<file path="config.mk">
export PLATFORM = sky130hd
export DESIGN_NAME = html_entity_decoder
export DESIGN_NICKNAME = d
export VERILOG_FILES = /design/src/sv/hed_pkg.sv /design/src/sv/hed_queue.sv /design/src/sv/hed_front.sv /design/src/sv/hed_back.sv /design/src/sv/html_entity_decoder.sv
export SDC_FILE = /design/constraint.sdc
export NUM_CORES = 1
export LEC_CHECK = 0
export BUFFER_PORTS_ARGS = -buffer_cell sky130_fd_sc_hd__buf_4
export CORE_MARGIN = 10
export CORE_UTILIZATION = 45
export DETAILED_ROUTE_END_ITERATION = 8
export GPL_TIMING_DRIVEN = 0
export HOLD_SLACK_MARGIN = 0.02
export PLACE_DENSITY_LB_ADDON = 0.1
export SLEW_MARGIN = 10
export SYNTH_ARGS = -nofsm -noshare
export SYNTH_HDL_FRONTEND = slang
export SYNTH_SLANG_ARGS = --single-unit
</file>
<file path="constraint.sdc">
create_clock -name clk -period 4.7 [get_ports clk]
set_input_delay 0.47 -clock clk [delete_from_list [all_inputs] [get_ports clk]]
set_output_delay 0.47 -clock clk [all_outputs]
set_load 0.01 [all_outputs]
</file>
<file path="src/sv/hed_pkg.sv">
`timescale 1ns / 1ps
`default_nettype none
// ----------------------------------------------------------------------------
// hed_pkg: shared types and constants for the HTML entity decoder
// Holds the parse phases, the queue entry format, the front state codes and
// the table of named references.
// ----------------------------------------------------------------------------
package hed_pkg;

	// Parse phase of an open reference.
	typedef enum logic [2:0] {
		PH_IDLE,
		PH_NAME,
		PH_HASH,
		PH_HASHX,
		PH_DEC,
		PH_HEX
	} phase_t;

	// Kind of work handed from the front to the back.
	typedef enum logic [1:0] {
		OP_LIT,
		OP_CP,
		OP_END
	} op_kind_t;

	// One queue entry: a literal byte, a code point, or an end-of-item mark.
	typedef struct packed {
		op_kind_t    kind;
		logic [20:0] data;
	} op_t;

	// Front sequencer states.
	typedef enum logic [2:0] {
		F_READY,
		F_LIT,
		F_TAKE,
		F_REPLAY,
		F_CP,
		F_CLOSE
	} fstate_t;

	localparam logic [20:0] CP_MAX  = 21'h10FFFF;
	localparam logic [20:0] CP_REPL = 21'h00FFFD;
	localparam int NAME_COUNT = 24;
	localparam int NAME_MAX   = 7;

	localparam logic [7:0] CH_AMP  = 8'h26;
	localparam logic [7:0] CH_HASH = 8'h23;
	localparam logic [7:0] CH_SEMI = 8'h3B;

	// Named references, text right-aligned (last character in the low byte).
	localparam logic [55:0] NAME_TXT [NAME_COUNT] = '{
		"Tab", "NewLine", "colon", "sol", "excl", "quot", "apos", "lt",
		"gt", "amp", "lpar", "rpar", "comma", "period", "equals", "plus",
		"num", "quest", "semi", "bsol", "grave", "dollar", "lowbar", "nbsp"
	};
	localparam logic [2:0] NAME_LENS [NAME_COUNT] = '{
		3'd3, 3'd7, 3'd5, 3'd3, 3'd4, 3'd4, 3'd4, 3'd2,
		3'd2, 3'd3, 3'd4, 3'd4, 3'd5, 3'd6, 3'd6, 3'd4,
		3'd3, 3'd5, 3'd4, 3'd4, 3'd5, 3'd6, 3'd6, 3'd4
	};
	localparam logic [7:0] NAME_CP [NAME_COUNT] = '{
		8'h09, 8'h0A, 8'h3A, 8'h2F, 8'h21, 8'h22, 8'h27, 8'h3C,
		8'h3E, 8'h26, 8'h28, 8'h29, 8'h2C, 8'h2E, 8'h3D, 8'h2B,
		8'h23, 8'h3F, 8'h3B, 8'h5C, 8'h60, 8'h24, 8'h5F, 8'hA0
	};

	// Character i (from the start) of named reference k.
	function automatic logic [7:0] name_char(input int k, input int i);
		logic [55:0] t;
		int          sh;
		sh = 8 * (int'(NAME_LENS[k]) - 1 - i);
		if (sh < 0) begin
			return 8'h00;
		end
		t = NAME_TXT[k] >> sh;
		return t[7:0];
	endfunction

endpackage
`default_nettype wire

</file>
<file path="src/sv/hed_queue.sv">
`timescale 1ns / 1ps
`default_nettype none
// ----------------------------------------------------------------------------
// hed_queue: four-entry queue between the front and the back
// Decouples the parser from the byte emitter so each side stalls on its own.
// ----------------------------------------------------------------------------
module hed_queue (
	input  wire            clk,
	input  wire            arst_n,
	input  wire            push,
	input  hed_pkg::op_t   push_op,
	output logic           not_full,
	input  wire            pop,
	output hed_pkg::op_t   head_op,
	output logic           not_empty
);
	import hed_pkg::*;

	op_t        mem_q [4];
	logic [1:0] wr_q;
	logic [1:0] rd_q;
	logic [2:0] cnt_q;

	assign not_full  = (cnt_q != 3'd4);
	assign not_empty = (cnt_q != 3'd0);
	assign head_op   = mem_q[rd_q];

	// Storage is written at the tail only.
	always_ff @(posedge clk) begin
		if (push && not_full) begin
			mem_q[wr_q] <= push_op;
		end
	end

	// Pointers and fill count.
	always_ff @(posedge clk or negedge arst_n) begin
		if (!arst_n) begin
			wr_q  <= 2'd0;
			rd_q  <= 2'd0;
			cnt_q <= 3'd0;
		end else begin
			if (push && not_full) begin
				wr_q <= wr_q + 2'd1;
			end
			if (pop && not_empty) begin
				rd_q <= rd_q + 2'd1;
			end
			case ({push && not_full, pop && not_empty})
				2'b10:   cnt_q <= cnt_q + 3'd1;
				2'b01:   cnt_q <= cnt_q - 3'd1;
				default: cnt_q <= cnt_q;
			endcase
		end
	end

endmodule
`default_nettype wire

</file>
<file path="src/sv/hed_front.sv">
`timescale 1ns / 1ps
`default_nettype none
// ----------------------------------------------------------------------------
// hed_front: reference parser
// Accepts one text byte, tracks the open reference and queues the work for
// the back: literal bytes, replays, decoded code points and an end mark.
// ----------------------------------------------------------------------------
module hed_front #(
	parameter int PENDING_DEPTH = 9
) (
	input  wire            clk,
	input  wire            arst_n,
	input  wire            s_tvalid,
	output logic           s_tready,
	input  wire [7:0]      s_tdata,
	input  wire            s_tlast,
	output logic           push,
	output hed_pkg::op_t   push_op,
	input  wire            q_ready
);
	import hed_pkg::*;

	localparam int IW = $clog2(PENDING_DEPTH);
	localparam int CW = $clog2(PENDING_DEPTH + 1);

	fstate_t        state_q, state_d;
	phase_t         phase_q, phase_d;
	logic [7:0]     pend_q [PENDING_DEPTH];
	logic [CW-1:0]  pcount_q;
	logic [IW-1:0]  idx_q;
	logic [20:0]    acc_q;
	logic           ovf_q;
	logic [7:0]     byte_q;
	logic           last_q;
	logic [20:0]    cp_q;
	fstate_t        cpn_q, cpn_d;
	fstate_t        repn_q, repn_d;

	logic           item_ld, do_close, phase_set, pend_wr, acc_add, add_hex;
	logic           cp_ld, idx_inc, idx_clr;
	logic [7:0]     pend_byte;
	logic [3:0]     digit;
	logic [20:0]    cp_d;

	// Classification of the incoming byte.
	logic [7:0] b;
	logic       is_dec, is_hex, is_alnum;
	logic [3:0] dec_val, hex_val;
	assign b = s_tdata;
	always_comb begin
		is_dec   = (b >= "0") && (b <= "9");
		is_alnum = is_dec || ((b >= "a") && (b <= "z")) || ((b >= "A") && (b <= "Z"));
		dec_val  = 4'(b - "0");
		is_hex   = 1'b1;
		if (is_dec) begin
			hex_val = dec_val;
		end else if ((b >= "a") && (b <= "f")) begin
			hex_val = 4'(b - "a" + 8'd10);
		end else if ((b >= "A") && (b <= "F")) begin
			hex_val = 4'(b - "A" + 8'd10);
		end else begin
			hex_val = 4'd0;
			is_hex  = 1'b0;
		end
	end

	// Named reference lookup over the stored name characters.
	logic       hit;
	logic [7:0] hit_cp;
	logic [CW-1:0] name_len;
	always_comb begin
		logic ok;
		hit      = 1'b0;
		hit_cp   = 8'h00;
		name_len = pcount_q - CW'(1);
		for (int k = 0; k < NAME_COUNT; k++) begin
			ok = (pcount_q >= CW'(2)) && (name_len == CW'(NAME_LENS[k]));
			for (int i = 0; i < NAME_MAX; i++) begin
				if ((i < int'(NAME_LENS[k])) && (pend_q[i + 1] != name_char(k, i))) begin
					ok = 1'b0;
				end
			end
			if (ok) begin
				hit    = 1'b1;
				hit_cp = NAME_CP[k];
			end
		end
	end

	// Next state and queue commands.
	always_comb begin
		state_d   = state_q;
		phase_d   = phase_q;
		cpn_d     = cpn_q;
		repn_d    = repn_q;
		item_ld   = 1'b0;
		do_close  = 1'b0;
		phase_set = 1'b0;
		pend_wr   = 1'b0;
		pend_byte = s_tdata;
		acc_add   = 1'b0;
		add_hex   = 1'b0;
		digit     = dec_val;
		cp_ld     = 1'b0;
		cp_d      = acc_q;
		idx_inc   = 1'b0;
		idx_clr   = 1'b0;
		push      = 1'b0;
		push_op   = '{kind: OP_END, data: 21'd0};
		s_tready  = (state_q == F_READY);
		case (state_q)
			F_READY: begin
				if (s_tvalid) begin
					item_ld = 1'b1;
					state_d = F_CLOSE;
					case (phase_q)
						PH_IDLE: begin
							if (b == CH_AMP) begin
								do_close  = 1'b1;
								pend_wr   = 1'b1;
								phase_set = 1'b1;
								phase_d   = PH_NAME;
							end else begin
								state_d = F_LIT;
							end
						end
						PH_NAME: begin
							if ((pcount_q == CW'(1)) && (b == CH_HASH)) begin
								pend_wr   = 1'b1;
								phase_set = 1'b1;
								phase_d   = PH_HASH;
							end else if (b == CH_SEMI) begin
								if (hit) begin
									cp_ld    = 1'b1;
									cp_d     = {13'd0, hit_cp};
									do_close = 1'b1;
									cpn_d    = F_CLOSE;
									state_d  = F_CP;
								end else begin
									repn_d  = F_TAKE;
									state_d = F_REPLAY;
								end
							end else if (is_alnum && (pcount_q < CW'(NAME_MAX + 1)) &&
									(pcount_q < CW'(PENDING_DEPTH))) begin
								pend_wr = 1'b1;
							end else begin
								repn_d  = F_TAKE;
								state_d = F_REPLAY;
							end
						end
						PH_HASH: begin
							if ((b == "x") || (b == "X")) begin
								pend_wr   = 1'b1;
								phase_set = 1'b1;
								phase_d   = PH_HASHX;
							end else if (is_dec) begin
								phase_set = 1'b1;
								phase_d   = PH_DEC;
								acc_add   = 1'b1;
							end else begin
								repn_d  = F_TAKE;
								state_d = F_REPLAY;
							end
						end
						PH_HASHX: begin
							if (is_hex) begin
								phase_set = 1'b1;
								phase_d   = PH_HEX;
								acc_add   = 1'b1;
								add_hex   = 1'b1;
								digit     = hex_val;
							end else begin
								repn_d  = F_TAKE;
								state_d = F_REPLAY;
							end
						end
						PH_DEC, PH_HEX: begin
							add_hex = (phase_q == PH_HEX);
							digit   = add_hex ? hex_val : dec_val;
							if (add_hex ? is_hex : is_dec) begin
								acc_add = 1'b1;
							end else begin
								cp_ld    = 1'b1;
								do_close = 1'b1;
								cpn_d    = (b == CH_SEMI) ? F_CLOSE : F_TAKE;
								state_d  = F_CP;
							end
						end
						default: begin
							phase_set = 1'b1;
							phase_d   = PH_IDLE;
							state_d   = F_TAKE;
						end
					endcase
				end
			end
			F_LIT: begin
				push    = 1'b1;
				push_op = '{kind: OP_LIT, data: {13'd0, byte_q}};
				if (q_ready) begin
					state_d = F_CLOSE;
				end
			end
			F_TAKE: begin
				pend_byte = byte_q;
				if (byte_q == CH_AMP) begin
					do_close  = 1'b1;
					pend_wr   = 1'b1;
					phase_set = 1'b1;
					phase_d   = PH_NAME;
					state_d   = F_CLOSE;
				end else begin
					push    = 1'b1;
					push_op = '{kind: OP_LIT, data: {13'd0, byte_q}};
					if (q_ready) begin
						state_d = F_CLOSE;
					end
				end
			end
			F_REPLAY: begin
				push    = 1'b1;
				push_op = '{kind: OP_LIT, data: {13'd0, pend_q[idx_q]}};
				if (q_ready) begin
					if (CW'(idx_q) == pcount_q - CW'(1)) begin
						do_close = 1'b1;
						idx_clr  = 1'b1;
						state_d  = repn_q;
					end else begin
						idx_inc = 1'b1;
					end
				end
			end
			F_CP: begin
				push    = 1'b1;
				push_op = '{kind: OP_CP, data: cp_q};
				if (q_ready) begin
					state_d = cpn_q;
				end
			end
			F_CLOSE: begin
				if (last_q && ((phase_q == PH_DEC) || (phase_q == PH_HEX))) begin
					cp_ld    = 1'b1;
					do_close = 1'b1;
					cpn_d    = F_CLOSE;
					state_d  = F_CP;
				end else if (last_q && (phase_q != PH_IDLE)) begin
					repn_d  = F_CLOSE;
					state_d = F_REPLAY;
				end else begin
					push = 1'b1;
					if (q_ready) begin
						state_d = F_READY;
					end
				end
			end
			default: begin
				state_d = F_READY;
			end
		endcase
	end

	// Accumulator step: one digit, with the sticky overflow to U+FFFD.
	logic [25:0] acc_mul, acc_sum;
	always_comb begin
		acc_mul = add_hex ? {1'b0, acc_q, 4'd0} : ({2'b0, acc_q, 3'd0} + {4'd0, acc_q, 1'b0});
		acc_sum = acc_mul + 26'(digit);
	end

	// Sequencer state.
	always_ff @(posedge clk or negedge arst_n) begin
		if (!arst_n) begin
			state_q <= F_READY;
		end else begin
			state_q <= state_d;
		end
	end

	// Parse state and counters.
	always_ff @(posedge clk or negedge arst_n) begin
		if (!arst_n) begin
			phase_q  <= PH_IDLE;
			pcount_q <= '0;
			idx_q    <= '0;
			acc_q    <= 21'd0;
			ovf_q    <= 1'b0;
			cpn_q    <= F_CLOSE;
			repn_q   <= F_CLOSE;
		end else begin
			cpn_q  <= cpn_d;
			repn_q <= repn_d;
			if (do_close) begin
				// Closing a reference may open the next one in the same cycle.
				phase_q  <= phase_set ? phase_d : PH_IDLE;
				pcount_q <= pend_wr ? CW'(1) : '0;
				acc_q    <= 21'd0;
				ovf_q    <= 1'b0;
			end else begin
				if (phase_set) begin
					phase_q <= phase_d;
				end
				if (pend_wr && (pcount_q < CW'(PENDING_DEPTH))) begin
					pcount_q <= pcount_q + CW'(1);
				end
				if (acc_add && !ovf_q) begin
					if (acc_sum > {5'd0, CP_MAX}) begin
						ovf_q <= 1'b1;
						acc_q <= CP_REPL;
					end else begin
						acc_q <= acc_sum[20:0];
					end
				end
			end
			if (idx_clr) begin
				idx_q <= '0;
			end else if (idx_inc) begin
				idx_q <= idx_q + IW'(1);
			end
		end
	end

	// Pending bytes and item payload.
	always_ff @(posedge clk) begin
		if (pend_wr) begin
			if (do_close) begin
				pend_q[0] <= pend_byte;
			end else if (pcount_q < CW'(PENDING_DEPTH)) begin
				pend_q[pcount_q[IW-1:0]] <= pend_byte;
			end
		end
		if (item_ld) begin
			byte_q <= s_tdata;
			last_q <= s_tlast;
		end
		if (cp_ld) begin
			cp_q <= cp_d;
		end
	end

endmodule
`default_nettype wire

</file>
<file path="src/sv/hed_back.sv">
`timescale 1ns / 1ps
`default_nettype none
// ----------------------------------------------------------------------------
// hed_back: byte emitter
// Expands queued work into output bytes (UTF-8 for code points), applies the
// normalize filter and marks the last byte of each item.
// ----------------------------------------------------------------------------
module hed_back (
	input  wire            clk,
	input  wire            arst_n,
	input  wire            normalize_mode,
	input  hed_pkg::op_t   head_op,
	input  wire            q_valid,
	output logic           pop,
	output logic           m_tvalid,
	input  wire            m_tready,
	output logic [7:0]     m_tdata,
	output logic           m_tlast
);
	import hed_pkg::*;

	logic       busy_q;
	op_t        op_q;
	logic [1:0] k_q;
	logic       held_v_q;
	logic [7:0] held_q;
	logic       out_v_q;
	logic [7:0] out_d_q;
	logic       out_l_q;

	assign m_tvalid = out_v_q;
	assign m_tdata  = out_d_q;
	assign m_tlast  = out_l_q;

	// UTF-8 expansion of the current entry.
	logic [20:0] cp;
	logic [1:0]  n_last;
	logic [7:0]  u [4];
	always_comb begin
		cp = op_q.data;
		u[0] = cp[7:0];
		u[1] = 8'h00;
		u[2] = 8'h00;
		u[3] = 8'h00;
		n_last = 2'd0;
		if ((op_q.kind == OP_CP) && (cp >= 21'h80)) begin
			if (cp < 21'h800) begin
				u[0] = {3'b110, cp[10:6]};
				u[1] = {2'b10, cp[5:0]};
				n_last = 2'd1;
			end else if (cp < 21'h10000) begin
				u[0] = {4'b1110, cp[15:12]};
				u[1] = {2'b10, cp[11:6]};
				u[2] = {2'b10, cp[5:0]};
				n_last = 2'd2;
			end else begin
				u[0] = {5'b11110, cp[20:18]};
				u[1] = {2'b10, cp[17:12]};
				u[2] = {2'b10, cp[11:6]};
				u[3] = {2'b10, cp[5:0]};
				n_last = 2'd3;
			end
		end
	end

	// Normalize filter on the candidate byte.
	logic [7:0] c, c_fold;
	logic       keep;
	always_comb begin
		c      = u[k_q];
		keep   = !(normalize_mode && ((c <= 8'h20) || (c == 8'h7F)));
		c_fold = (normalize_mode && (c >= "A") && (c <= "Z")) ? (c + 8'd32) : c;
	end

	// One candidate byte per cycle unless a held byte waits on a stalled output;
	// a kept byte is held until the next one or the end mark decides its last flag.
	logic slot, done, adv, send, send_l, held_ld, held_clr;
	always_comb begin
		slot     = !out_v_q || m_tready;
		done     = 1'b0;
		adv      = 1'b0;
		send     = 1'b0;
		send_l   = 1'b0;
		held_ld  = 1'b0;
		held_clr = 1'b0;
		if (busy_q) begin
			if (op_q.kind == OP_END) begin
				if (!held_v_q) begin
					done = 1'b1;
				end else if (slot) begin
					send     = 1'b1;
					send_l   = 1'b1;
					held_clr = 1'b1;
					done     = 1'b1;
				end
			end else if (!keep || !held_v_q || slot) begin
				if (keep) begin
					send    = held_v_q;
					held_ld = 1'b1;
				end
				if (k_q == n_last) begin
					done = 1'b1;
				end else begin
					adv = 1'b1;
				end
			end
		end
		pop = q_valid && (!busy_q || done);
	end

	// Entry tracking.
	always_ff @(posedge clk or negedge arst_n) begin
		if (!arst_n) begin
			busy_q   <= 1'b0;
			k_q      <= 2'd0;
			held_v_q <= 1'b0;
			out_v_q  <= 1'b0;
		end else begin
			if (pop) begin
				busy_q <= 1'b1;
				k_q    <= 2'd0;
			end else if (done) begin
				busy_q <= 1'b0;
			end else if (adv) begin
				k_q <= k_q + 2'd1;
			end
			if (held_ld) begin
				held_v_q <= 1'b1;
			end else if (held_clr) begin
				held_v_q <= 1'b0;
			end
			if (send) begin
				out_v_q <= 1'b1;
			end else if (m_tready) begin
				out_v_q <= 1'b0;
			end
		end
	end

	// Payload registers.
	always_ff @(posedge clk) begin
		if (pop) begin
			op_q <= head_op;
		end
		if (held_ld) begin
			held_q <= c_fold;
		end
		if (send) begin
			out_d_q <= held_q;
			out_l_q <= send_l;
		end
	end

endmodule
`default_nettype wire

</file>
<file path="src/sv/html_entity_decoder.sv">
`timescale 1ns / 1ps
`default_nettype none
// ----------------------------------------------------------------------------
// html_entity_decoder: streaming HTML character reference decoder
// Decodes numeric and named references to UTF-8, replays failed references
// as literal text and optionally drops control, space and delete bytes and folds uppercase ASCII.
// ----------------------------------------------------------------------------
//  Channel   Direction  Payload                               Handshake
//  s_*       in         tdata=in_byte, tlast=in_last          tvalid/tready
//  m_*       out        tdata=out_byte, tlast=out_run_last    tvalid/tready
//  cfg_*     in         cfg_wdata=normalize_mode              cfg_we
//
// The parser accepts a byte and then queues its entries in order: a plain byte
// queues its literal and an end mark, a byte that only extends a reference
// queues just the end mark, and a replay queues one literal per pending byte.
// The emitter handles candidate bytes and end marks in turn. A four-entry
// queue lets either side stall alone; a full queue or a stalled output holds
// the parser. Reset clears all control state.
// ----------------------------------------------------------------------------
module html_entity_decoder #(
	parameter int PENDING_DEPTH = 9
) (
	input  wire        clk,
	input  wire        arst_n,
	input  wire        s_tvalid,
	output logic       s_tready,
	input  wire [7:0]  s_tdata,   // [7:0] in_byte
	input  wire        s_tlast,
	output logic       m_tvalid,
	input  wire        m_tready,
	output logic [7:0] m_tdata,   // [7:0] out_byte
	output logic       m_tlast,
	input  wire        cfg_we,
	input  wire        cfg_wdata
);
	import hed_pkg::*;

	logic normalize_q;
	logic push, q_ready, pop, q_valid;
	op_t  push_op, head_op;

	// Configuration register.
	always_ff @(posedge clk or negedge arst_n) begin
		if (!arst_n) begin
			normalize_q <= 1'b0;
		end else if (cfg_we) begin
			normalize_q <= cfg_wdata;
		end
	end

	hed_front #(.PENDING_DEPTH(PENDING_DEPTH)) u_front (
		.clk      (clk),
		.arst_n   (arst_n),
		.s_tvalid (s_tvalid),
		.s_tready (s_tready),
		.s_tdata  (s_tdata),
		.s_tlast  (s_tlast),
		.push     (push),
		.push_op  (push_op),
		.q_ready  (q_ready)
	);

	hed_queue u_queue (
		.clk       (clk),
		.arst_n    (arst_n),
		.push      (push),
		.push_op   (push_op),
		.not_full  (q_ready),
		.pop       (pop),
		.head_op   (head_op),
		.not_empty (q_valid)
	);

	hed_back u_back (
		.clk            (clk),
		.arst_n         (arst_n),
		.normalize_mode (normalize_q),
		.head_op        (head_op),
		.q_valid        (q_valid),
		.pop            (pop),
		.m_tvalid       (m_tvalid),
		.m_tready       (m_tready),
		.m_tdata        (m_tdata),
		.m_tlast        (m_tlast)
	);

endmodule
`default_nettype wire

</file>
; ---- After elaboration in Yosys (flattened, before gate mapping)
; Memory sizes are Yosys's and may differ from the RTL's. A register that Yosys moved wholly into a read port is not among the register bits.
; Index checks and enable logic that the tools add are counted.
[op_classes]
n_bitwise = 1
reduce_logical = 61
order_cmp = 19
n_eq_ne = 114
n_addsub = 16
n_mux = 337
[ops]
columns = cell, n
row1 = inequality test 8 x 7 -> 1 bit (second input constant), 63
row2 = 2-to-1 mux 8 bit, 29
row3 = 2-to-1 mux 21 bit, 10
row4 = 2-to-1 mux 1 bit, 208
row5 = 2-to-1 mux 3 bit, 44
row6 = case mux 23 bit (4 select lines), 1
row7 = 2-to-1 mux 4 bit, 13
row8 = <= comparator 8 x 7 -> 1 bit (second input constant), 5
row9 = == test 8 x 6 -> 1 bit (second input constant), 4
row10 = 2-to-1 mux 32 bit, 1
row11 = case mux 3 bit (2 select lines), 5
row12 = case mux 3 bit (5 select lines), 2
row13 = adder 26 x 4 -> 26 bit, 1
row14 = > comparator 26 x 21 -> 1 bit (second input constant), 1
row15 = 2-to-1 mux 26 bit, 1
row16 = adder 24 x 22 -> 25 bit, 1
row17 = logical AND 1 bit, 25
row18 = == test 8 x 7 -> 1 bit (second input constant), 3
row19 = >= comparator 8 x 7 -> 1 bit (second input constant), 3
row20 = 2-to-1 mux 23 bit, 1
row21 = nonzero test 2 bit, 11
row22 = >= comparator 21 x 8 -> 1 bit (second input constant), 1
row23 = less-than comparator 21 x 12 -> 1 bit (second input constant), 1
row24 = less-than comparator 21 x 17 -> 1 bit (second input constant), 1
row25 = 53 further kinds, 113
[totals]
elab_cells = 572
memories = 2
reg_bits = 102
ram_bits = 164
[mem_list]
columns = name, words, width, rd, rd_ports_with_merged_regs, wr, line_no
row1 = u_queue.mem_q, 4, 23, 1, 1, 1, hed_queue.sv:19  ; op_t mem_q [4];
row2 = u_front.pend_q, 9, 8, 8, 0, 1, hed_front.sv:28  ; logic [7:0] pend_q [PENDING_DEPTH];

; ---- Logic depth before layout (Yosys ltp)
; Gate-level depths: netlist of run 1.
[logic_depth]
word_depth = 44
ltp_mapped = 24
ltp_nobuf = 19

; ---- Modules after synthesis
; A second synthesis of run 1 with hierarchy kept.
[hier_totals]
hier_cells = 1520
hier_area_um2 = 18641.6
[by_module_without_submodules]
columns = mod, seq_area_each_um2, area_each_um2, cells_per_inst, instances
row1 = hed_front, 5748.0, 12390.6, 1154, 1
row2 = hed_queue, 2937.8, 3744.8, 158, 1
row3 = hed_back, 1326.3, 2466.1, 206, 1
row4 = html_entity_decoder, 25.0, 40.0, 2, 1

; ---- Worst setup path before layout of run 1
; OpenSTA, ideal clock, no wires.
[synth_timing]
kind = input -> register
startpoint = in s_tdata[0]
endpoint = reg u_front.acc_q[10]
n_path_buf = 3
arrival_time_ns = 4.756
path_slack_ns = -0.197
t_required_ns = 4.559
path_stages = 21
setup_time_ns = 0.141
path_cell_list = inv_1 -> ha_1 -> or4b_4 -> nand4_4 -> a21oi_2 -> nor2_1 -> buf_4 -> clkbuf_1 -> o21ai_0 -> o21ai_0 -> inv_1 -> fa_1 -> inv_1 -> a21oi_1 -> a21oi_4 -> nand4_4 -> or4b_4 -> a2111o_1 -> a211oi_2 -> buf_4 -> a31oi_1
[synth_between]
elab_chain_len = 15
elab_cells_between_ends = 58
cone_classes = add/sub: 6 / order compare: 7 / eq/ne: 5 / mux: 33 / reduce/logical: 7
[synth_lines]
columns = element, line_no
row1 = from (decl), html_entity_decoder.sv:27  ; input wire [7:0] s_tdata,
row2 = branches (longest 15 deep; another with adder 26 x 4 -> 26 bit), --
row3 = to (signal assigned), hed_front.sv:309  ; acc_q <= acc_sum[20:0];
row4 = to (decl), hed_front.sv:31  ; logic [20:0] acc_q;
; Parallel ways; which one is timed is not known. The select of a mux whose other input is x is not followed.
; A chain may end at the register's enable or synchronous reset.

; ---- Worst setup path after layout of run 1
[layout_timing]
startpoint = reg u_front.pcount_q[0]
endpoint = mem u_front.pend_q[11][5] (enable)
[layout_between]
elab_chain_len = 44
elab_cells_between_ends = 170
cone_classes = add/sub: 1 / order compare: 3 / eq/ne: 8 / mux: 148 / reduce/logical: 10
[layout_lines]
columns = element, line_no
row1 = from (decl), hed_front.sv:29  ; logic [CW-1:0] pcount_q;
row2 = from (signal assigned), hed_front.sv:294  ; pcount_q <= pend_wr ? CW'(1) : '0;
row3 = from (signal assigned), hed_front.sv:302  ; pcount_q <= pcount_q + CW'(1);
row4 = subtractor 4 x 1 -> 4 bit, "hed_front.sv:75, hed_front.sv:224"
row5 = == test 4 x 3 -> 1 bit, hed_front.sv:77  ; ok = (pcount_q >= CW'(2)) && (name_len == CW'(NAME_LENS[k]));
row6 = logical AND 1 bit, hed_front.sv:77
row7 = 2-to-1 mux 1 bit (7 in series), hed_front.sv:79  ; if ((i < int'(NAME_LENS[k])) && (pend_q[i + 1] != name_char(k, i))) begin
row8 = 2-to-1 mux 1 bit (23 in series), hed_front.sv:83  ; if (ok) begin
row9 = 2-to-1 mux 1 bit, hed_front.sv:133  ; if (hit) begin
row10 = 2-to-1 mux 1 bit, hed_front.sv:132  ; end else if (b == CH_SEMI) begin
row11 = 2-to-1 mux 1 bit, hed_front.sv:128  ; if ((pcount_q == CW'(1)) && (b == CH_HASH)) begin
row12 = case mux 1 bit (3 select lines), hed_front.sv:116  ; case (phase_q)
row13 = 2-to-1 mux 1 bit, hed_front.sv:113  ; if (s_tvalid) begin
row14 = case mux 1 bit (4 select lines), hed_front.sv:111  ; case (state_q)
row15 = 2-to-1 mux 1 bit, hed_front.sv:324  ; if (do_close) begin
row16 = 2-to-1 mux 1 bit, hed_front.sv:323  ; if (pend_wr) begin
row17 = 2-to-1 mux 1 bit (not written as such), hed_front.sv:327  ; pend_q[pcount_q[IW-1:0]] <= pend_byte;
row18 = OR reduction 8 bit (no source line), --
row19 = 2-to-1 mux 4 bit (no source line) or 2-to-1 mux 1 bit (tied branches), --
row20 = to (decl), hed_front.sv:28
; Several ways; a longest one is shown, not always the timed one.

==> results of run 1 <==
## worst max-delay path, stage by stage (launching register included)
cell and delay, ps:
dfrtp_2 470, inv_1 220, ha_1 300, or4_1 580, nand2_1 170, a21oi_1 90
clkbuf_2 270, a31oi_1 230, o21ai_0 120, a211o_1 340, nor4_4 430, o21a_1 320
clkbuf_2 320, and4_4 390
## routing by layer
metal | GRT usage (%) | up-vias | part of all wire [%]
li1 | - | 6763 | -
met1 | 31.9 | 7286 | 46
met2 | 34.3 | 532 | 45
met3 | 3.94 | 111 | 7.0
met4 | 5.52 | 0 | 2.3
met5 | 0 | - | 0
## power groups by stage
stage / logic [W] / registers, W / clock network [W]
floorplan: 0.00247 / 0.00457 / 0
detailed placement: 0.00360 / 0.00467 / 0
global route: 0.00416 / 0.00468 / 0.00296
CTS: 0.00373 / 0.00461 / 0.00285
finish: 0.00382 / 0.00462 / 0.00278
global placement: 0.00354 / 0.00465 / 0
## final timing paths
| path | start | depth (start not counted) | slack (ps) | to |
|---|---|---|---|---|
| worst max-delay path | u_front.pcount_q[0]$_DFFE_PN0P_ | 13 | 130 | u_front.pend_q[11][5]$_DFFE_PP_ |
| worst min-delay path | s_tdata[6] | 1 | 120 | u_front.byte_q[6]$_DFFE_PP_ |
| worst max register to register | u_front.pcount_q[0]$_DFFE_PN0P_ | 13 | 130 | u_front.pend_q[11][5]$_DFFE_PP_ |
| worst min register to register | u_back.held_q[5]$_DFFE_PP_ | 0 | 420 | u_back.m_tdata[5]$_DFFE_PP_ |
| max in group asynchronous | arst_n | 2 | 3590 | u_front.pcount_q[0]$_DFFE_PN0P_ |
| min in group asynchronous | arst_n | 2 | 510 | normalize_q$_DFFE_PN0P_ |
## state kept, by name, indices dropped and copies added (netlist names), 8 cells and up
signal	count
u_back.cp	21
u_back.held_q	8
u_back.m_tdata	8
u_front.acc_q	21
u_front.byte_q	8
u_front.cp_q	21
u_front.pend_q	128
u_queue.mem_q	92
## layout make-up
class	count	area, um2	share of cell area, %
clock buffers	55	1060	4.80
multi-input cells	1223	9230	41.9
clock inverters	14	90.1	0.409
flip-flops and latches	343	10000	45.6
well taps	539	674	3.06
inverters	31	120	0.545
plain buffers	75	377	1.71
repair buffers	56	440	2.00
## cell usage in the layout (no fill, tap or decap), types with 10 or more instances in the layout
cell type | netlist | final
a211oi_1 | 12 | 10
a21o_1 | 21 | 21
a21oi_1 | 82 | 76
a22oi_1 | 14 | 14
a31oi_1 | 38 | 37
and2_1 | 48 | 40
and3_1 | 18 | 16
buf_4 | 3 | 51
clkbuf_1 | 62 | 67
clkbuf_16 | 0 | 40
conb_1 | 1 | 32
dfrtp_1 | 51 | 50
edfxtp_1 | 290 | 290
ha_1 | 41 | 39
inv_1 | 29 | 27
mux2_2 | 17 | 17
mux2i_1 | 14 | 14
mux4_2 | 63 | 63
nand2_1 | 134 | 133
nand2b_1 | 16 | 16
nand3_1 | 61 | 60
nand3b_1 | 10 | 10
nand4_1 | 35 | 35
nor2_1 | 100 | 97
nor2b_1 | 21 | 19
nor3_1 | 47 | 46
nor4_1 | 41 | 40
nor4bb_1 | 11 | 10
o211ai_1 | 15 | 15
o21a_1 | 11 | 10
o21ai_0 | 81 | 75
or3_1 | 12 | 12
xnor2_1 | 13 | 13
xor2_1 | 24 | 24
## repair_timing
action	CTS	global route
gates resized for setup	51	42
gates cloned	3	1
setup endpoints to repair	161	170
hold endpoints to repair	16	0
hold buffers	1	0
buffers inserted	5	22
pin swaps	7	12
## cell families (layout without fill, tap and decap cells)
family                     Yosys count  in the layout  share of synthesized area, %
muxes                               94             94                          9.11
xor gates and xnor gates            37             37                          1.69
DFF                                343            343                          52.3
adders and majority gates           44             44                          2.98
AOI/OAI and AO/OA                  389            391                          13.7
other                                1             32                        0.0195
and+or+nand+nor                    625            625                          18.0
buffers and inverters              109            231                          2.30
## metrics by stage
| step | instances | area (um2) | setup TNS (ps) | util [%] |
|---|---|---|---|---|
| floorplan | 1673 | 19400 | 0 | - |
| global placement | 2237 | 20200 | -89310 | 48.1 |
| detailed placement | 2238 | 20300 | -88480 | 48.2 |
| CTS | 2313 | 21700 | -551 | 51.5 |
| global route | 2336 | 22000 | -17.3 | 52.4 |
| finish | 2336 | 22000 | 0 | 52.4 |
==> impl_metrics.yaml, run 1 <==
cells_and_area:
  n_antenna_cell: 0
  fin_nets: 1828
  fillers: 3689
  synthToLayoutAreaGrowth_pct: 14.6
  final_layout_size_suffix_gt1_share_pct: 16.5
synthesis:
  ys_seq_area_share_pct: 52.3
  syn_avg_cell_area_um2: 11.7
  ys_types: 95
  yosysWarnings: 0
  synth_edf_count: 290
  synth.most_common_cell: "edfxtp_1"
  syn_inst: 1642
  synthTopCellsByArea: "edfxtp_1 (45%), mux4_2 (7.4%), dfrtp_1 (6.6%)"
  yosysTopAreaCellShare_pct: 45.3
  synth_area_um2: 19200
  dominantRegCellSynth: "edfxtp_1"
  yosys.area.top_type: "edfxtp_1"
  async_reset_ff_share_pct: 15.5
  synthTopCellsByCount: "edfxtp_1 (290), nand2_1 (134), nor2_1 (100), a21oi_1 (82), o21ai_0 (81)"
  ys_ff_latch: 343
global_route:
  grt-ovfl-total: 0
  grt_max_degree: 54
  antenna_found_initial: 0
  grt_pass1_vias: 14100
  grt_util_all_layers_pct: 22.2
  grt_first_pass_wirelength_um: 87400
power_and_ir_drop:
  power_frac_comb_pct: 34.0
  ir_worst_vdd_uv: 286
  switchingPower_w: 0.00390
  p_seq_share_pct: 41.1
  p_int_w: 0.00732
  finalPower_w: 0.0112
  p_leak_nw: 7.61
  clockPowerShare_pct: 24.8
  swShare_pct: 34.8
  cellPowerDensity_nw_per_um2: 509
worst_setup_path:
  cp_data_required_time_ps: 4940
  critPathMaxFanout: 10
  critPathKind: "flop to flop"
  startpoint_type: "flop"
  cp.arrival_ps: 4810
  end_kind: "flop"
placed_design:
  dp_hpwl_um: 42000
  place.gp.congestion: 0.940
  post-place-ws_ps: -1010
  port_buffers: 25
drt:
  dr.pass1.iters: 6
  postRouteAntennaNets: 0
  wl_um: 57200
  drcViolationCount: 0
  drtIter0Drc: 1753
  vias_per_cell: 6.29
  vias: 14700
  post_drt_wl_per_cell_um: 24.5
clock_network:
  htree_levels: 2
  numCtsBuffers: 39
  path_clk_slew_ps: 60
  cts_buffer_depth: 3
  insertion_delay_ps: 560
  root_buffer: "clkbuf_16"
  cts_tree: "done"
  numClockSinks: 343
timing:
  skew_ps: 22.4
  tightest_slew_ps: 1210
  layout_setup_ws_ps: 128
  setup_viol: 0
  fin_crit_sh_pct: 97.3
  post-route-min-period_ps: 4570
  hold_viol: 0
  slew_headroom_pct: 19.2
  fmax_mhz: 219
  holdWs_ps: 119
  slew_viol_final: 0
floorplanning:
  chipHeight_um: 227
  dieArea_um2: 51400
  die_w_um: 227
  core_area_um2: 42000
  rows: 75
  pin_count: 26
  start_util_pct: 45.7
status:
  status: "finished, final reports clean"
hold_path:
  hold_path_class: "primary input to flop"
run:
  cap_violations: 0
Power figures use the tool's default switching activity.
==> run 2, diff against run 1 <==
--- a/config.mk
+++ b/config.mk
@@ -5,10 +5,10 @@
 export SDC_FILE = /design/constraint.sdc
 export NUM_CORES = 1
 export LEC_CHECK = 0
-export BUFFER_PORTS_ARGS = -buffer_cell sky130_fd_sc_hd__buf_4
 export CORE_MARGIN = 10
 export CORE_UTILIZATION = 45
 export DETAILED_ROUTE_END_ITERATION = 8
+export DONT_BUFFER_PORTS = 1
 export GPL_TIMING_DRIVEN = 0
 export HOLD_SLACK_MARGIN = 0.02
 export PLACE_DENSITY_LB_ADDON = 0.1
==> run 2 against run 1 <==
Net effect: worst setup slack got worse by 6.2 ps; sequential share of layout area down 0.14 points; via count up 0.74%; global-route usage decreased by 0.50 points; clock skew is 3.7 ps higher; sequential cell count is the same; combinational power down 4%; clock-buffer cell count fell by 11; non-clock buffer count shrank 21; first-iteration DRC count decreased by 7.3%; sequential power is essentially flat; critical path type unchanged; critical endpoint is now u_front.acc_q[11]$_DFFE_PN0P_; largest cell class unchanged; highest routed layer unchanged.
==> impl_metrics.yaml, run 2 (synthesized netlist as in run 1, its figures left out) <==
status:
  status: "finished, final reports clean"
drt:
  wl_um: 56700
  vias_per_cell: 6.41
  drcViolationCount: 0
  vias: 14800
  postRouteAntennaNets: 0
  post_drt_wl_per_cell_um: 24.5
  drtIter0Drc: 1625
  dr.pass1.iters: 5
global_route:
  grt_max_degree: 54
  antenna_found_initial: 0
  grt_first_pass_wirelength_um: 85600
  grt_util_all_layers_pct: 21.7
  grt-ovfl-total: 0
  grt_pass1_vias: 14100
worst_setup_path:
  reg2regPathDepth: 19
  cp_slowest_cell: "or4b_4"
  slowest_delay_ps: 590
  end_kind: "flop"
  critPathMaxFanout: 8
  path_cells: "buf_6 -> nor3_4 -> nand2_4 -> buf_8 -> nor3_4 -> a22o_1 -> ha_2 -> inv_2 -> fa_2 -> inv_2 -> a21oi_4 -> a21oi_4 -> nand4_4 -> or4b_4 -> a2111o_1 -> a211oi_4 -> buf_6 -> buf_8 -> a31oi_1"
  cp_data_required_time_ps: 5050
  startpoint_type: "flop"
  critPathKind: "flop to flop"
  rr_startpoint: "u_front.state_q[1]$_DFFE_PN0P_"
  rr_endpoint: "u_front.acc_q[11]$_DFFE_PN0P_"
  rrSetupSlack_ps: 120
  cp.arrival_ps: 4930
  cp_top_family: "simple AND/OR/NAND/NOR gates"
  critPathBufInv: 6
cells_and_area:
  largest_reg_flops: 128
  final_cell_mix: "edfxtp_1 (290), nand2_1 (133), nor2_1 (97), a21oi_1 (77), o21ai_0 (72)"
  regMostFlops: "u_front.pend_q"
  synthToLayoutAreaGrowth_pct: 15.0
  fin_area_um2: 22100
  finish.utilization_pct: 52.5
  final_layout_size_suffix_gt1_share_pct: 16.6
  final_common_cell: "edfxtp_1"
  reg.largest.list: "u_front.pend_q x128, u_queue.mem_q x92"
  fin_nets: 1804
clock_network:
  htree_levels: 2
  path_clk_slew_ps: 60
  insertion_delay_ps: 530
  numCtsBuffers: 36
  root_buffer: "clkbuf_16"
  numClockSinks: 343
  cts_tree: "done"
  cts_buffer_depth: 3
timing:
  rsz0062_at_grt: "true"
  skew_ps: 26.1
  holdWs_ps: 34.7
  tightest_slew_ps: 1040
  slew_viol_final: 0
  post-route-min-period_ps: 4580
  setup_viol: 0
  slew_headroom_pct: 30.0
  setup_tns_ps: 0
  fin_crit_sh_pct: 97.4
  hold_viol: 0
  fmax_mhz: 218
floorplanning:
  chipHeight_um: 227
  rows: 75
  core_area_um2: 42000
  dieArea_um2: 51400
  start_util_pct: 45.7
  die_w_um: 227
  pin_count: 26
run:
  cap_violations: 0
power_and_ir_drop:
  p_leak_nw: 7.55
  cellPowerDensity_nw_per_um2: 500
  finalPower_w: 0.0110
  ir_worst_vdd_uv: 265
hold_path:
  min_delay_path_depth: 0
  hold_start: "s_tdata[4]"
  hold_path_class: "primary input to flop"
  hold_end: "u_front.byte_q[4]$_DFFE_PP_"
placed_design:
  postPlaceCellArea_um2: 20100
  port_buffers: 0
  dp_hpwl_um: 40400
  place.gp.congestion: 0.956
-- run 2: how the worst max path moves through the flow --
stage                                    start                             end  slack, ps  cells after the start
2_1_floorplan                       s_tdata[1]   u_front.acc_q[10]$_DFFE_PN0P_         40                     22
3_3_place_gp   u_front.pcount_q[0]$_DFFE_PN0P_    u_front.cpn_q[1]$_DFFE_PN0P_      -1120                     12
3_5_place_dp   u_front.pcount_q[1]$_DFFE_PN0P_    u_front.cpn_q[1]$_DFFE_PN0P_      -1060                     13
4_1_cts        u_front.pcount_q[0]$_DFFE_PN0P_  u_front.pend_q[1][2]$_DFFE_PP_       -0.9                     13
5_1_grt         u_front.state_q[1]$_DFFE_PN0P_    u_front.acc_q[3]$_DFFE_PN0P_        -50                     19
6_report        u_front.state_q[1]$_DFFE_PN0P_   u_front.acc_q[11]$_DFFE_PN0P_        120                     19
-- run 2: metal layers --
metal	track usage, %	up-vias	part of all wire [%]
li1	-	6695	-
met1	29.4	7357	44
met2	34.1	628	45
met3	4.82	121	7.5
met4	7.34	0	3.3
met5	0	-	0
-- run 2: timing repair --
action	4_1_cts	5_1_grt
gates cloned	4	0
setup buffers	15	15
resized for setup	58	69
hold buffers	3	0
endpoints found under the setup margin	155	164
endpoints found under the hold margin	54	0
pin swaps	9	20
-- run 2: final cells by class --
class / instances / area [um2]
antenna: 1 / 2.50
buffer: 73 / 352
clock buffer: 44 / 952
clock inverter: 18 / 173
fill: 3621 / 20000
inverter: 31 / 123
multi-input combinational: 1223 / 9440
sequential: 343 / 10000
tap: 539 / 674
timing repair buffer: 37 / 338
-- run 2: through the flow --
stage | worst slack (ps) | std cells
floorplan | 35.9 | 1673
detailed placement | -1060 | 2213
global route | -51.6 | 2308
finish | 122 | 2309
global placement | -1120 | 2212
CTS | -0.872 | 2294
-- run 2: report_power, final --
| part | switching, W | internal [W] |
|---|---|---|
| logic | 0.00229 | 0.00137 |
| registers | 0.000320 | 0.00431 |
| clock network | 0.00115 | 0.00161 |
==> run 3, diff against run 2 <==
--- a/config.mk
+++ b/config.mk
@@ -12,6 +12,7 @@
 export GPL_TIMING_DRIVEN = 0
 export HOLD_SLACK_MARGIN = 0.02
 export PLACE_DENSITY_LB_ADDON = 0.1
+export SKIP_LAST_GASP = 1
 export SLEW_MARGIN = 10
 export SYNTH_ARGS = -nofsm -noshare
 export SYNTH_HDL_FRONTEND = slang
==> constraint.sdc (replaced) <==
create_clock -name clk -period 5.05 [get_ports clk]
set_input_delay 0.505 -clock clk [delete_from_list [all_inputs] [get_ports clk]]
set_output_delay 0.505 -clock clk [all_outputs]
set_load 0.01 [all_outputs]
==> run 3 against run 2 <==
Net effect: utilization down 0.83 points; clock skew rose by 5.2 ps; combinational power fell by 9.6%; clock power is 4% lower; global-route usage fell by 0.11 points; sequential cell count stayed put; via count shrank 0.98%; maximum frequency down 8.5%; routed wire length fell by 1.2%; sequential power shrank 6.9%; final area decreased by 1.6%; worst hold slack improved by 17 ps.
==> impl_metrics.yaml, run 3 (synthesized netlist as in run 1, its figures left out) <==
drt:
  vias_per_cell: 6.35
  dr.pass1.iters: 6
  drcViolationCount: 0
  wl_met1_um: 25000
  wl_um: 56000
  dr_wl_met3_um: 3950
  vias: 14700
  post_drt_wl_per_cell_um: 24.3
  drtIter0Drc: 1565
  dr_wl_met2_um: 25100
  highest_layer: "met4"
  postRouteAntennaNets: 0
status:
  status: "finished, final reports clean"
cells_and_area:
  final_cell_mix: "edfxtp_1 (290), nand2_1 (133), nor2_1 (98), o21ai_0 (78), a21oi_1 (78)"
  largest_reg_flops: 128
  synthToLayoutAreaGrowth_pct: 13.2
  seq_area_um2: 10000
  final_common_cell: "edfxtp_1"
  instances_no_fill: 2308
  final_layout_size_suffix_gt1_share_pct: 14.7
  regMostFlops: "u_front.pend_q"
  fillers: 3717
  multi_input_area_um2: 9080
  fin_nets: 1799
  n_antenna_cell: 0
  reg.largest.list: "u_front.pend_q x128, u_queue.mem_q x92"
power_and_ir_drop:
  ir_worst_vdd_uv: 254
  p_leak_nw: 7.52
  cellPowerDensity_nw_per_um2: 472
floorplanning:
  dieArea_um2: 51400
  rows: 75
  chipHeight_um: 227
  core_area_um2: 42000
  pin_count: 26
  start_util_pct: 45.7
  die_w_um: 227
worst_setup_path:
  end_kind: "flop"
  cp.arrival_ps: 5410
  critPathBufInv: 1
  cp_data_required_time_ps: 5460
  cp_top_family: "simple AND/OR/NAND/NOR gates"
  cp_slowest_cell: "nor4bb_1"
  path_cells: "nor4bb_1 -> nand2_1 -> or3_1 -> or3_1 -> o21ai_0 -> a2111oi_0 -> a311oi_2 -> a21oi_1 -> o22ai_2 -> buf_8 -> mux2_2"
  cp.depth: 11
  critPathMaxFanout: 17
  reg2regPathDepth: 11
  slowest_delay_ps: 890
  startpoint_type: "flop"
  critPathKind: "flop to flop"
  critPathMostFrequentCell: "or3_1"
clock_network:
  insertion_delay_ps: 550
  path_clk_slew_ps: 60
  htree_levels: 2
  cts_buffer_depth: 3
  numClockSinks: 343
  cts_tree: "done"
  numCtsBuffers: 37
  root_buffer: "clkbuf_16"
timing:
  skew_ps: 31.3
  rsz0062_at_grt: "true"
  tightest_slew_ps: 1220
  slew_headroom_pct: 16.3
  setup_viol: 0
  setup_tns_ps: 0
  post-route-min-period_ps: 5000
  slew_viol_final: 0
  fin_crit_sh_pct: 99.1
  fmax_mhz: 200
  hold_viol: 0
placed_design:
  dp.cells: 2216
  place.gp.congestion: 0.944
  port_buffers: 0
  dp_hpwl_um: 41300
global_route:
  grt_pass1_vias: 13900
  grt_first_pass_wirelength_um: 85100
  grt-ovfl-total: 0
  grt_max_degree: 54
  grt_util_all_layers_pct: 21.6
  antenna_found_initial: 0
run:
  cap_violations: 0
hold_path:
  hold_path_class: "primary input to flop"
  min_delay_path_depth: 0
run 3: layout make-up:
class / instances / area share (%)
sequential: 343 / 46.2
multi-input combinational: 1222 / 41.8
clock buffer: 47 / 4.48
tap: 539 / 3.10
buffer: 74 / 1.59
timing repair buffer: 31 / 1.31
clock inverter: 21 / 1.02
inverter: 31 / 0.535
run 3: what timing repair did:
action,CTS,global route
endpoints found under the hold margin,53,0
cloned,0,3
buffers inserted,2,21
endpoints found under the setup margin,154,140
hold buffers,2,0
resized for setup,21,43
pin swaps,3,11
run 3: metrics by stage:
step                      worst slack (ps)  hold WS (ps)  total power, W  util, %  instance area, um2
after floorplan                        118           209         0.00655        -               19300
after global routing                  -141          42.4          0.0108     51.7               21700
after global placement               -1640           214         0.00747     47.6               20000
after detailed placement              -939           214         0.00755     47.7               20100
after CTS                            -11.8          36.2          0.0102     50.9               21400
final                                 47.9          51.3          0.0103     51.7               21700
run 3: path summary, 6_finish.rpt:
check                                          startpoint                           end  slack [ps]
setup / recovery           u_front.pend_q[1][4]$_DFFE_PP_  u_front.cpn_q[1]$_DFFE_PN0P_          50
hold / removal                                 s_tdata[6]   u_front.byte_q[6]$_DFFE_PP_          50
setup reg to reg           u_front.pend_q[1][4]$_DFFE_PP_  u_front.cpn_q[1]$_DFFE_PN0P_          50
hold reg to reg                u_back.held_q[3]$_DFFE_PP_   u_back.m_tdata[3]$_DFFE_PP_         420
max in group asynchronous                          arst_n  u_front.cpn_q[0]$_DFFE_PN1P_        4210
min in group asynchronous                          arst_n   u_back.held_v_q$_DFFE_PN0P_         480
run 3: layer usage:
metal | vias to the layer above | GRT usage (%)
met5 | - | 0
met4 | 0 | 8.24
met3 | 108 | 3.59
met2 | 570 | 32.9
met1 | 7283 | 30.4
li1 | 6695 | -
run 3: report_power, final:
group	internal [W]	switching, W	leakage, nW
Clock	0.00154	0.00111	0.576
Sequential	0.00401	0.000292	3.35
Combinational	0.00123	0.00207	3.59
Total	0.00679	0.00348	7.52
